--- src/hdl/slbm_pkg.sv ---
`timescale 1ns / 1ps
`default_nettype none

package slbm_pkg;

    // Field widths fixed by the stream format
    localparam int SAMPLE_W = 10;
    localparam int LEVEL_W  = 10;
    localparam int PCT_W    = 7;
    localparam int LIT_W    = 5;
    localparam int COLOR_W  = 8;
    localparam int IN_TDATA_W  = 16;
    localparam int OUT_TDATA_W = 56;

    // Smoothing weight limits
    localparam logic [PCT_W-1:0] PCT_MAX   = 7'd100;
    localparam logic [PCT_W-1:0] PCT_RESET = 7'd10;

    // Exact floor(n/100) for n < 199728: (n * DIV100_MUL) >> DIV100_SHIFT
    localparam int PROD_W = 17;
    localparam logic [17:0] DIV100_MUL = 18'd167773;
    localparam int DIV100_SHIFT = 24;
    localparam logic [PROD_W-1:0] DIV100_ROUND = 17'd99;

    // Color intensities
    localparam logic [COLOR_W-1:0] COLOR_FULL = 8'd255;
    localparam logic [COLOR_W-1:0] COLOR_OFF  = 8'd0;

    typedef logic [SAMPLE_W-1:0] sample_t;
    typedef logic [LEVEL_W-1:0]  level_t;

    // Block result between the level filter and the color stage
    typedef struct packed {
        level_t level;
        level_t avg;
    } lvl_t;

    // Output record, lowest field last
    typedef struct packed {
        logic [COLOR_W-1:0] blue;
        logic [COLOR_W-1:0] green;
        logic [COLOR_W-1:0] red;
        logic [LIT_W-1:0]   lit;
        level_t             level;
        level_t             avg;
    } res_t;

    // Ramp table, 64-step band: (i*mul)/63, or base minus it if falling
    function automatic logic [63:0][COLOR_W-1:0] ramp_tbl(input int base, input int mul,
                                                         input bit falling);
        logic [63:0][COLOR_W-1:0] tbl;
        int v;
        for (int i = 0; i < 64; i++)
        begin
            v = (i * mul) / 63;
            tbl[i] = COLOR_W'(falling ? (base - v) : v);
        end
        return tbl;
    endfunction

    localparam logic [63:0][COLOR_W-1:0] RED_RAMP = ramp_tbl(0, 255, 1'b0);
    localparam logic [63:0][COLOR_W-1:0] GRN_HI   = ramp_tbl(255, 90, 1'b1);
    localparam logic [63:0][COLOR_W-1:0] GRN_LO   = ramp_tbl(165, 165, 1'b1);

endpackage

`default_nettype wire

--- src/hdl/sound_level_bar_meter.sv ---
`timescale 1ns / 1ps
`default_nettype none

// Channel   Dir  Handshake          Payload
// s_*       in   s_tvalid/s_tready  s_tdata: sample
// m_*       out  m_tvalid/m_tready  m_tdata: block average, level, lit count, r, g, b
// cfg_*     in   cfg_we             cfg_wdata: smoothing percent (saturated to 100)
//
// One sample is taken per cycle while s_tready is high; every 2^AVERAGE_SHIFT
// samples give one result. m_tvalid rises once a block's last sample has passed
// the block-average register, update stages A and B and the output register.
// The level feedback runs through two stages, so a block enters them only after the
// previous one has left stage A; with AVERAGE_SHIFT = 0 the input is held up likewise.
// s_tready falls only for a block-closing sample while the average stage is held.
// Reset clears block sum, count, level and all valids; the percent returns to 10.

module sound_level_bar_meter #(
    parameter int LED_COUNT     = 16,
    parameter int AVERAGE_SHIFT = 5
) (
    input  wire                               clk,
    input  wire                               rst_n,
    input  wire                               s_tvalid,
    output logic                              s_tready,
    // [9:0] sample
    input  wire [slbm_pkg::IN_TDATA_W-1:0]    s_tdata,
    output logic                              m_tvalid,
    input  wire                               m_tready,
    // [9:0] block_average, [19:10] smoothed_level, [24:20] lit_count,
    // [32:25] red, [40:33] green, [48:41] blue
    output logic [slbm_pkg::OUT_TDATA_W-1:0]  m_tdata,
    input  wire                               cfg_we,
    input  wire [slbm_pkg::PCT_W-1:0]         cfg_wdata
);

    logic [slbm_pkg::PCT_W-1:0] pct_reg;

    logic              avg_valid;
    logic              avg_ready;
    slbm_pkg::level_t  avg;
    logic              lvl_valid;
    logic              lvl_ready;
    slbm_pkg::lvl_t    lvl;
    slbm_pkg::res_t    res;

    // Smoothing weight, saturated on write
    always_ff @(posedge clk or negedge rst_n)
    begin
        if (!rst_n)
        begin
            pct_reg <= slbm_pkg::PCT_RESET;
        end
        else if (cfg_we)
        begin
            pct_reg <= (cfg_wdata > slbm_pkg::PCT_MAX) ? slbm_pkg::PCT_MAX : cfg_wdata;
        end
    end

    slbm_accum #(
        .AVERAGE_SHIFT (AVERAGE_SHIFT)
    ) u_accum (
        .clk       (clk),
        .rst_n     (rst_n),
        .in_valid  (s_tvalid),
        .in_ready  (s_tready),
        .in_sample (s_tdata[slbm_pkg::SAMPLE_W-1:0]),
        .out_valid (avg_valid),
        .out_ready (avg_ready),
        .out_avg   (avg)
    );

    slbm_ema u_ema (
        .clk       (clk),
        .rst_n     (rst_n),
        .pct       (pct_reg),
        .in_valid  (avg_valid),
        .in_ready  (avg_ready),
        .in_avg    (avg),
        .out_valid (lvl_valid),
        .out_ready (lvl_ready),
        .out_lvl   (lvl)
    );

    slbm_color #(
        .LED_COUNT (LED_COUNT)
    ) u_color (
        .clk       (clk),
        .rst_n     (rst_n),
        .in_valid  (lvl_valid),
        .in_ready  (lvl_ready),
        .in_lvl    (lvl),
        .out_valid (m_tvalid),
        .out_ready (m_tready),
        .out_res   (res)
    );

    assign m_tdata = {(slbm_pkg::OUT_TDATA_W - $bits(slbm_pkg::res_t))'(0), res};

endmodule

`default_nettype wire

--- src/hdl/slbm_accum.sv ---
`timescale 1ns / 1ps
`default_nettype none

module slbm_accum #(
    parameter int AVERAGE_SHIFT = 5
) (
    input  wire                   clk,
    input  wire                   rst_n,
    input  wire                   in_valid,
    output logic                  in_ready,
    input  wire slbm_pkg::sample_t in_sample,
    output logic                  out_valid,
    input  wire                   out_ready,
    output slbm_pkg::level_t      out_avg
);

    localparam int SUM_W = slbm_pkg::SAMPLE_W + AVERAGE_SHIFT;
    localparam int CNT_W = (AVERAGE_SHIFT > 0) ? AVERAGE_SHIFT : 1;
    localparam logic [CNT_W-1:0] CNT_LAST = CNT_W'((1 << AVERAGE_SHIFT) - 1);

    logic [SUM_W-1:0]  sum_reg;
    logic [CNT_W-1:0]  cnt_reg;
    logic              vld_reg;
    slbm_pkg::level_t  avg_reg;

    logic [SUM_W-1:0]  sum_next;
    logic              last_slot;
    logic              in_xfer;
    logic              hold_free;

    assign sum_next  = sum_reg + SUM_W'(in_sample);
    assign last_slot = (cnt_reg == CNT_LAST);
    assign hold_free = !vld_reg || out_ready;

    // Samples inside a block always go in; the closing one needs room for its average
    assign in_ready = !last_slot || hold_free;
    assign in_xfer  = in_valid && in_ready;

    // Block sum, sample count and block-average register
    always_ff @(posedge clk or negedge rst_n)
    begin
        if (!rst_n)
        begin
            sum_reg <= '0;
            cnt_reg <= '0;
            vld_reg <= 1'b0;
        end
        else
        begin
            if (in_xfer && last_slot)
            begin
                sum_reg <= '0;
                cnt_reg <= '0;
                vld_reg <= 1'b1;
            end
            else
            begin
                if (in_xfer)
                begin
                    sum_reg <= sum_next;
                    cnt_reg <= cnt_reg + CNT_W'(1);
                end
                if (out_ready)
                begin
                    vld_reg <= 1'b0;
                end
            end
        end
    end

    always_ff @(posedge clk)
    begin
        if (in_xfer && last_slot)
        begin
            avg_reg <= slbm_pkg::LEVEL_W'(sum_next >> AVERAGE_SHIFT);
        end
    end

    assign out_valid = vld_reg;
    assign out_avg   = avg_reg;

    // A closing sample always leaves an average behind
    a_close_loads: assert property (@(posedge clk) disable iff (!rst_n)
        in_xfer && last_slot |=> vld_reg)
        else $error("closing sample did not load the block average");

endmodule

`default_nettype wire

--- src/hdl/slbm_ema.sv ---
`timescale 1ns / 1ps
`default_nettype none

module slbm_ema (
    input  wire                      clk,
    input  wire                      rst_n,
    input  wire [slbm_pkg::PCT_W-1:0] pct,
    input  wire                      in_valid,
    output logic                     in_ready,
    input  wire slbm_pkg::level_t    in_avg,
    output logic                     out_valid,
    input  wire                      out_ready,
    output slbm_pkg::lvl_t           out_lvl
);

    localparam int PW = slbm_pkg::PROD_W;
    localparam int FW = PW + 18;

    // Stage A: signed weighted difference, level state
    slbm_pkg::level_t  level_reg;
    logic              vld2_reg;
    logic              neg2_reg;
    logic [PW-1:0]     mag2_reg;
    slbm_pkg::level_t  avg2_reg;

    // Stage B: updated level
    logic              vld3_reg;
    slbm_pkg::lvl_t    lvl3_reg;

    logic              neg_a;
    slbm_pkg::level_t  diff_a;
    logic [PW-1:0]     prod_a;
    logic [PW-1:0]     mag_a;
    logic              in_xfer;
    logic              adv2;
    logic [FW-1:0]     quot_full;
    logic [slbm_pkg::LEVEL_W:0] quot;
    logic [slbm_pkg::LEVEL_W:0] level_sum;
    slbm_pkg::level_t  level_next;

    // Only one block in the update loop, so stage A always sees a settled level
    assign in_ready = !vld2_reg;
    assign in_xfer  = in_valid && in_ready;
    assign adv2     = vld2_reg && (!vld3_reg || out_ready);

    // new = level + floor(p * (avg - level) / 100); a negative step rounds its magnitude up
    assign neg_a  = (in_avg < level_reg);
    assign diff_a = neg_a ? (level_reg - in_avg) : (in_avg - level_reg);
    assign prod_a = PW'(pct) * PW'(diff_a);
    assign mag_a  = neg_a ? (prod_a + slbm_pkg::DIV100_ROUND) : prod_a;

    // Divide by 100 through the reciprocal and apply the step
    assign quot_full = FW'(mag2_reg) * FW'(slbm_pkg::DIV100_MUL);
    assign quot      = quot_full[slbm_pkg::DIV100_SHIFT +: (slbm_pkg::LEVEL_W + 1)];
    assign level_sum = neg2_reg ? ({1'b0, level_reg} - quot) : ({1'b0, level_reg} + quot);
    assign level_next = level_sum[slbm_pkg::LEVEL_W-1:0];

    always_ff @(posedge clk or negedge rst_n)
    begin
        if (!rst_n)
        begin
            level_reg <= '0;
            vld2_reg  <= 1'b0;
            vld3_reg  <= 1'b0;
        end
        else
        begin
            if (in_xfer)
            begin
                vld2_reg <= 1'b1;
            end
            else if (adv2)
            begin
                vld2_reg <= 1'b0;
            end

            if (adv2)
            begin
                level_reg <= level_next;
                vld3_reg  <= 1'b1;
            end
            else if (out_ready)
            begin
                vld3_reg <= 1'b0;
            end
        end
    end

    always_ff @(posedge clk)
    begin
        if (in_xfer)
        begin
            neg2_reg <= neg_a;
            mag2_reg <= mag_a;
            avg2_reg <= in_avg;
        end
        if (adv2)
        begin
            lvl3_reg.level <= level_next;
            lvl3_reg.avg   <= avg2_reg;
        end
    end

    assign out_valid = vld3_reg;
    assign out_lvl   = lvl3_reg;

    // Level state moves only when a stage A result passes on
    a_level_moves: assert property (@(posedge clk) disable iff (!rst_n)
        !$stable(level_reg) |-> $past(adv2))
        else $error("level changed without an update");

    // A waiting update result keeps its contents
    a_stage_hold: assert property (@(posedge clk) disable iff (!rst_n)
        vld3_reg && !out_ready |=> vld3_reg && $stable(lvl3_reg))
        else $error("stalled level result changed");

    // The result copy matches the level state when it is loaded
    a_copy_match: assert property (@(posedge clk) disable iff (!rst_n)
        adv2 |=> lvl3_reg.level == level_reg)
        else $error("level copy differs from state");

endmodule

`default_nettype wire

--- src/hdl/slbm_color.sv ---
`timescale 1ns / 1ps
`default_nettype none

module slbm_color #(
    parameter int LED_COUNT = 16
) (
    input  wire                   clk,
    input  wire                   rst_n,
    input  wire                   in_valid,
    output logic                  in_ready,
    input  wire slbm_pkg::lvl_t   in_lvl,
    output logic                  out_valid,
    input  wire                   out_ready,
    output slbm_pkg::res_t        out_res
);

    localparam int LW = slbm_pkg::LEVEL_W + $clog2(LED_COUNT + 1);

    typedef enum logic [1:0] {
        BAND_RISE,
        BAND_HIGH,
        BAND_LOW,
        BAND_TOP
    } band_t;

    logic              vld_reg;
    slbm_pkg::res_t    res_reg;

    logic [LW-1:0]     lit_prod;
    logic [LW-1:0]     lit_raw;
    logic [LW-1:0]     lit_clamp;
    band_t             band;
    logic [5:0]        step;
    logic [slbm_pkg::COLOR_W-1:0] red;
    logic [slbm_pkg::COLOR_W-1:0] green;
    logic              in_xfer;

    assign in_ready = !vld_reg || out_ready;
    assign in_xfer  = in_valid && in_ready;

    // Lit LED count: level * LED_COUNT / 256, clamped
    assign lit_prod  = LW'(in_lvl.level) * LW'(LED_COUNT);
    assign lit_raw   = lit_prod >> 8;
    assign lit_clamp = (lit_raw > LW'(LED_COUNT)) ? LW'(LED_COUNT) : lit_raw;

    // Color band from the level; 192 and up is solid red
    assign step = in_lvl.level[5:0];
    always_comb
    begin
        if (in_lvl.level[9:8] != 2'b00)
        begin
            band = BAND_TOP;
        end
        else
        begin
            band = band_t'(in_lvl.level[7:6]);
        end
    end

    always_comb
    begin
        unique case (band)
            BAND_RISE:
            begin
                red   = slbm_pkg::RED_RAMP[step];
                green = slbm_pkg::COLOR_FULL;
            end
            BAND_HIGH:
            begin
                red   = slbm_pkg::COLOR_FULL;
                green = slbm_pkg::GRN_HI[step];
            end
            BAND_LOW:
            begin
                red   = slbm_pkg::COLOR_FULL;
                green = slbm_pkg::GRN_LO[step];
            end
            default:
            begin
                red   = slbm_pkg::COLOR_FULL;
                green = slbm_pkg::COLOR_OFF;
            end
        endcase
    end

    // Output register
    always_ff @(posedge clk or negedge rst_n)
    begin
        if (!rst_n)
        begin
            vld_reg <= 1'b0;
        end
        else if (in_xfer)
        begin
            vld_reg <= 1'b1;
        end
        else if (out_ready)
        begin
            vld_reg <= 1'b0;
        end
    end

    always_ff @(posedge clk)
    begin
        if (in_xfer)
        begin
            res_reg.avg   <= in_lvl.avg;
            res_reg.level <= in_lvl.level;
            res_reg.lit   <= slbm_pkg::LIT_W'(lit_clamp);
            res_reg.red   <= red;
            res_reg.green <= green;
            res_reg.blue  <= slbm_pkg::COLOR_OFF;
        end
    end

    assign out_valid = vld_reg;
    assign out_res   = res_reg;

    // Green below full only once red is saturated
    a_color_order: assert property (@(posedge clk) disable iff (!rst_n)
        vld_reg && (res_reg.green != slbm_pkg::COLOR_FULL) |-> res_reg.red == slbm_pkg::COLOR_FULL)
        else $error("green dropped before red reached full");

endmodule

`default_nettype wire
--- config.mk ---
export PLATFORM = sky130hd
export DESIGN_NAME = sound_level_bar_meter
export DESIGN_NICKNAME = d
export VERILOG_FILES = /design/src/hdl/slbm_pkg.sv /design/src/hdl/sound_level_bar_meter.sv /design/src/hdl/slbm_accum.sv /design/src/hdl/slbm_ema.sv /design/src/hdl/slbm_color.sv
export SDC_FILE = /design/constraint.sdc
export NUM_CORES = 1
export LEC_CHECK = 0
export ABC_AREA = 1
export BUFFER_PORTS_ARGS = -buffer_cell sky130_fd_sc_hd__buf_2
export CAP_MARGIN = 0
export CORE_MARGIN = 2
export CORE_UTILIZATION = 40
export DETAILED_ROUTE_END_ITERATION = 7
export GPL_TIMING_DRIVEN = 0
export PLACE_DENSITY = 0.7
export SLEW_MARGIN = 20
export SYNTH_ARGS = -nofsm -noshare
export SYNTH_HDL_FRONTEND = slang
export SYNTH_SLANG_ARGS = --single-unit
--- constraint.sdc ---
create_clock -name clk -period 7.15 [get_ports clk]
set_input_delay 0.715 -clock clk [delete_from_list [all_inputs] [get_ports clk]]
set_output_delay 0.715 -clock clk [all_outputs]
set_load 0.1 [all_outputs]
-- Word level (Yosys, flattened, before mapping)
Memory sizes are Yosys's and may differ from the RTL's. A register that Yosys moved wholly into a read port is not among the register bits.
Cells that the tools add are included.
- $add $sub $neg: 7
- multiply operators: 2
- $lt $le $gt $ge: 4
- equality and inequality tests: 4
- muxes and demuxes: 22
- reductions and logical operators: 21
- operators with widths (kind ; number):
    $mul 17x18->34 const B ; 1
    $mux 15 ; 2
    $sub 10x10->10 ; 3
    $pmux 8 s3 ; 1
    $mux 10 ; 2
    $add 17x7->17 const B ; 1
    $mul 7x10->17 ; 1
    $mux 17 ; 1
    $mux 8 ; 2
    $add 15x10->15 ; 1
    $mux 6 ; 2
    $add 10x10->10 ; 1
    $lt 10x10->1 ; 1
    $mux 5 ; 2
    $reduce_bool 2->1 ; 5
    $mux 1 ; 8
    $gt 7x7->1 const B ; 1
    $lt 6x7->1 const B ; 1
    $mux 7 ; 1
    $gt 6x5->1 const B ; 1
    $logic_not 1->1 ; 6
    $add 5x1->5 const B ; 1
    $eq 5x5->1 const B ; 1
    $logic_and 1x1->1 ; 5
    6 further kinds ; 9
- bits in registers: 132
- ROM bits: 1536
- input bits: 28
- output and inout port bits: 58
- word-level logic and storage cells: 81
- memories: 3
- memory list (name ; depth ; width ; read ports ; clocked after memory_dff ; write ports ; RTL line ; source):
    (name not given) ; 64 ; 8 ; 1 ; 1 ; 0 ; slbm_color.sv:76 ; green = slbm_pkg::GRN_LO[step];
    (name not given) ; 64 ; 8 ; 1 ; 1 ; 0 ; slbm_color.sv:65 ; red = slbm_pkg::RED_RAMP[step];
    (name not given) ; 64 ; 8 ; 1 ; 1 ; 0 ; slbm_color.sv:71 ; green = slbm_pkg::GRN_HI[step];

-- Longest topological paths before layout
- word-level depth: 6
- depth in mapped cells: 44
- mapped depth without buffers: 44

-- By module
Synthesis repeated with hierarchy kept, for this count alone.
- cells, all modules: 2165
- area, all modules: 17276.6 um^2
- by module, submodules not included (module ; times used ; cells each ; area an instance (um^2) ; seq. area each (um^2)):
    slbm_ema ; 1 ; 1513 ; 12236.7 ; 1741.7
    slbm_color ; 1 ; 346 ; 2701.3 ; 1256.2
    slbm_accum ; 1 ; 253 ; 1953.1 ; 825.8
    sound_level_bar_meter ; 1 ; 53 ; 385.4 ; 177.7

-- Worst setup path after synthesis
OpenSTA, ideal clock, no wires.
- path kind: register -> register
- from: register u_ema.mag2_reg[3]
- to: register (tool-made name)
- setup time: 0.130 ns
- arrival: 7.127 ns
- required time: 7.020 ns
- path slack: -0.107 ns
- stages on the path, launching flop included: 38
- path buffers: 0
- period minus slack after synthesis: 7.257 ns
- cells stage by stage: edfxtp_1 > fa_1 > inv_1 > fa_1 > inv_1 > fa_1 > inv_1 > fa_1 > inv_1 > fa_1 > inv_1 > fa_1 > inv_1 > ha_1 > nand2_1 > inv_1 > nand2_1 > nor2_1 > (+2 left out) > nand2_1 > nand2_1 > inv_1 > ha_1 > o21ai_0 > fa_1 > nand2_1 > o21ai_2 > inv_1 > ha_1 > inv_1 > nor2_1 > inv_1 > nand2_1 > nand2_1 > a21oi_1 > o21ai_1 > o311ai_1
- RTL lines (what ; RTL line ; source):
    start, declared ; slbm_ema.sv:23 ; logic [PW-1:0] mag2_reg;
    start signal, assigned ; slbm_ema.sv:94 ; mag2_reg <= mag_a;

==> impl_metrics.json <==
{
  "final_cell_mix": "inv_1 (433), nand2_1 (404), ha_1 (206)",
  "synth_edf_count": 99,
  "start_util": 0.407,
  "criticalPathCategory": "reg2reg",
  "fin_nets": 2663,
  "routed_via_density": 5.04,
  "syn_inst": 2062,
  "fmax_mhz": 136,
  "cts_tree": "built",
  "syn_avg_cell_area_um2": 8.31,
  "die_h_um": 211,
  "setup_violations": 17,
  "final_common_cell": "inv_1",
  "area_growth_pct": 19.4,
  "start_kind": "flip-flop",
  "relSlewSlack": 0.355,
  "firstDrtPassIters": 5,
  "gp_congestion": 0.926,
  "dpl-instance-area_um2": 18200,
  "worst_slew_pin_slew_ps": 961,
  "synth_top_area_frac": 0.178,
  "antenna_found_initial": 0,
  "maxCapViolCount": 0,
  "rsz0062_at_grt": "true",
  "fp-row-count": 75,
  "route.detailed.drc": 0,
  "synth_cell_types": 59,
  "ant_nets": 0,
  "synthTopCellsByArea": "fa_1 (18%), edfxtp_1 (17%), ha_1 (16%)",
  "synth.cell_area_um2": 17100,
  "cts_buffer_depth": 2,
  "cpPeakStageDelay_ps": 660,
  "crit_fanout": 5,
  "synth_seq_cells": 155,
  "setup.worst_path.end_class": "flip-flop",
  "cts_buffers": 17,
  "fp.coreArea_um2": 42100,
  "cts_root_buf": "clkbuf_16",
  "yosysTopAreaCell": "fa_1",
  "grt_pass1_vias": 14500,
  "period_needed_ps": 7380,
  "status": "finished with violations",
  "grt_pass1_wl_um": 71000,
  "cts_sinks": 155,
  "skew_ps": 17.8,
  "h-tree-depth": 4,
  "wl_um": 43800,
  "ys_seq_area_frac": 0.251,
  "finalCritPeriodShare": 1.03,
  "ys.flop_type": "edfxtp_1",
  "required_ps": 7490,
  "first_iter_violations": 1052,
  "track_usage": 0.199,
  "maxSlewViolCount": 0,
  "clk_pin_slew_ps": 70,
  "ios": 86,
  "cp_data_arrival_time_ps": 7710,
  "clk-insertion-delay-late_ps": 450,
  "diodes": 0,
  "largest_reg_flops": 41,
  "violations": "setup timing",
  "grt_overflow_total": 0,
  "hold_violations": 0,
  "dp_hpwl_um": 34300,
  "instances_no_fill": 2809,
  "dp_cells": 2680,
  "crit_slowest_cell": "fa_2",
  "grt_max_degree": 42,
  "die_w_um": 211,
  "drive_gt1_frac": 0.195,
  "numPortBuffers": 64,
  "vias": 14200,
  "worst_slack_ps": -227,
  "routedWlPerCell_um": 15.6,
  "hold_path.class": "in2async",
  "ys_warn_count": 0,
  "async_flop_share": 0.265,
  "dieArea_um2": 44500,
  "final_area_um2": 20500
}
[Yosys cell counts (all sizes together) (6+ instances only)]
cell type / n
a21oi: 81
edfxtp: 99
nand3: 78
inv: 468
nor3: 16
o21ai: 119
or2: 8
o21bai: 6
xnor2: 15
fa: 152
dfrtp: 39
xor2: 45
a22o: 8
o211ai: 7
buf: 32
clkbuf: 9
ha: 226
nor2: 141
nand2: 449
nand4: 10
a31oi: 11
dfxtp: 15
[final cells by class]
cell class	instances	area, µm²
Fill cell	3836	21700
Multi-Input combinational cell	1411	11600
Sequential cell	155	4300
Inverter	469	1790
Timing Repair Buffer	161	1170
Tap cell	539	674
Clock buffer	19	458
Buffer	41	324
Clock inverter	13	125
Timing Repair inverter	1	7.51
[critical path, delay by kind of cell, from the launching register on]
family,cells,cell delay (ps)
and+or+nand+nor,11,1090
adders and majority gates,9,3730
buffers and inverters,9,700
xor gates and xnor gates,2,290
AOI/OAI and AO/OA,6,910
DFF,1,550
[path summary, 6_finish.rpt]
kind	startpoint	to	slack, ps	cells past startpoint
max in group asynchronous	rst_n	u_ema.level_reg[9]$_DFFE_PN0P_	6120	1
hold reg to reg	u_ema.out_lvl[5]$_DFFE_PP_	u_color.out_res[5]$_DFFE_PP_	420	0
min in group clk	u_ema.out_lvl[5]$_DFFE_PP_	u_color.out_res[5]$_DFFE_PP_	420	0
setup reg to reg	u_ema.mag2_reg[3]$_DFFE_PP_	flip-flop	-230	37
hold / removal	rst_n	u_accum.sum_reg[6]$_DFFE_PN0P_	420	1
setup / recovery	u_ema.mag2_reg[3]$_DFFE_PP_	flip-flop	-230	37
[through the flow]
stage               hold slack [ps]  TNS, ps   util  setup WS (ps)
floorplan                       400        0      -           32.4
global placement                405   -16110  0.432          -1070
detailed placement              407   -20020  0.433          -1170
CTS                             424    -1070  0.471           -140
global route                    430    -9490  0.485           -547
finish                          416    -2350  0.485           -227
[repair_timing]
action,in CTS,in global routing
gates cloned,1,2
pin swaps,70,37
resized for setup,124,98
hold buffers,0,0
setup endpoints to repair,29,28
setup buffers,70,24
[metal layers]
| metal | vias up | wire length, µm | part of all wire | GRT usage |
|---|---|---|---|---|
| met4 | 0 | 1110 | 0.025 | 0.0648 |
| met1 | 6858 | 19200 | 0.44 | 0.258 |
| met5 | - | 0 | 0 | 0 |
| li1 | 6837 | - | - | - |
| met3 | 88 | 1970 | 0.045 | 0.0268 |
| met2 | 386 | 21500 | 0.49 | 0.344 |
[cells by family after synthesis]
logic type / Yosys count / synth area share
AOI/OAI and AO/OA: 250 / 0.0850
xor gates and xnor gates: 60 / 0.0307
adders and majority gates: 378 / 0.343
buffers and inverters: 510 / 0.118
DFF: 155 / 0.251
muxes: 1 / 0.000803
other: 1 / 0.000219
and+or+nand+nor: 707 / 0.171
Power is left out: the tool's default activity adds up to more than one toggle a clock period on the data nets, which glitch-free logic cannot reach.
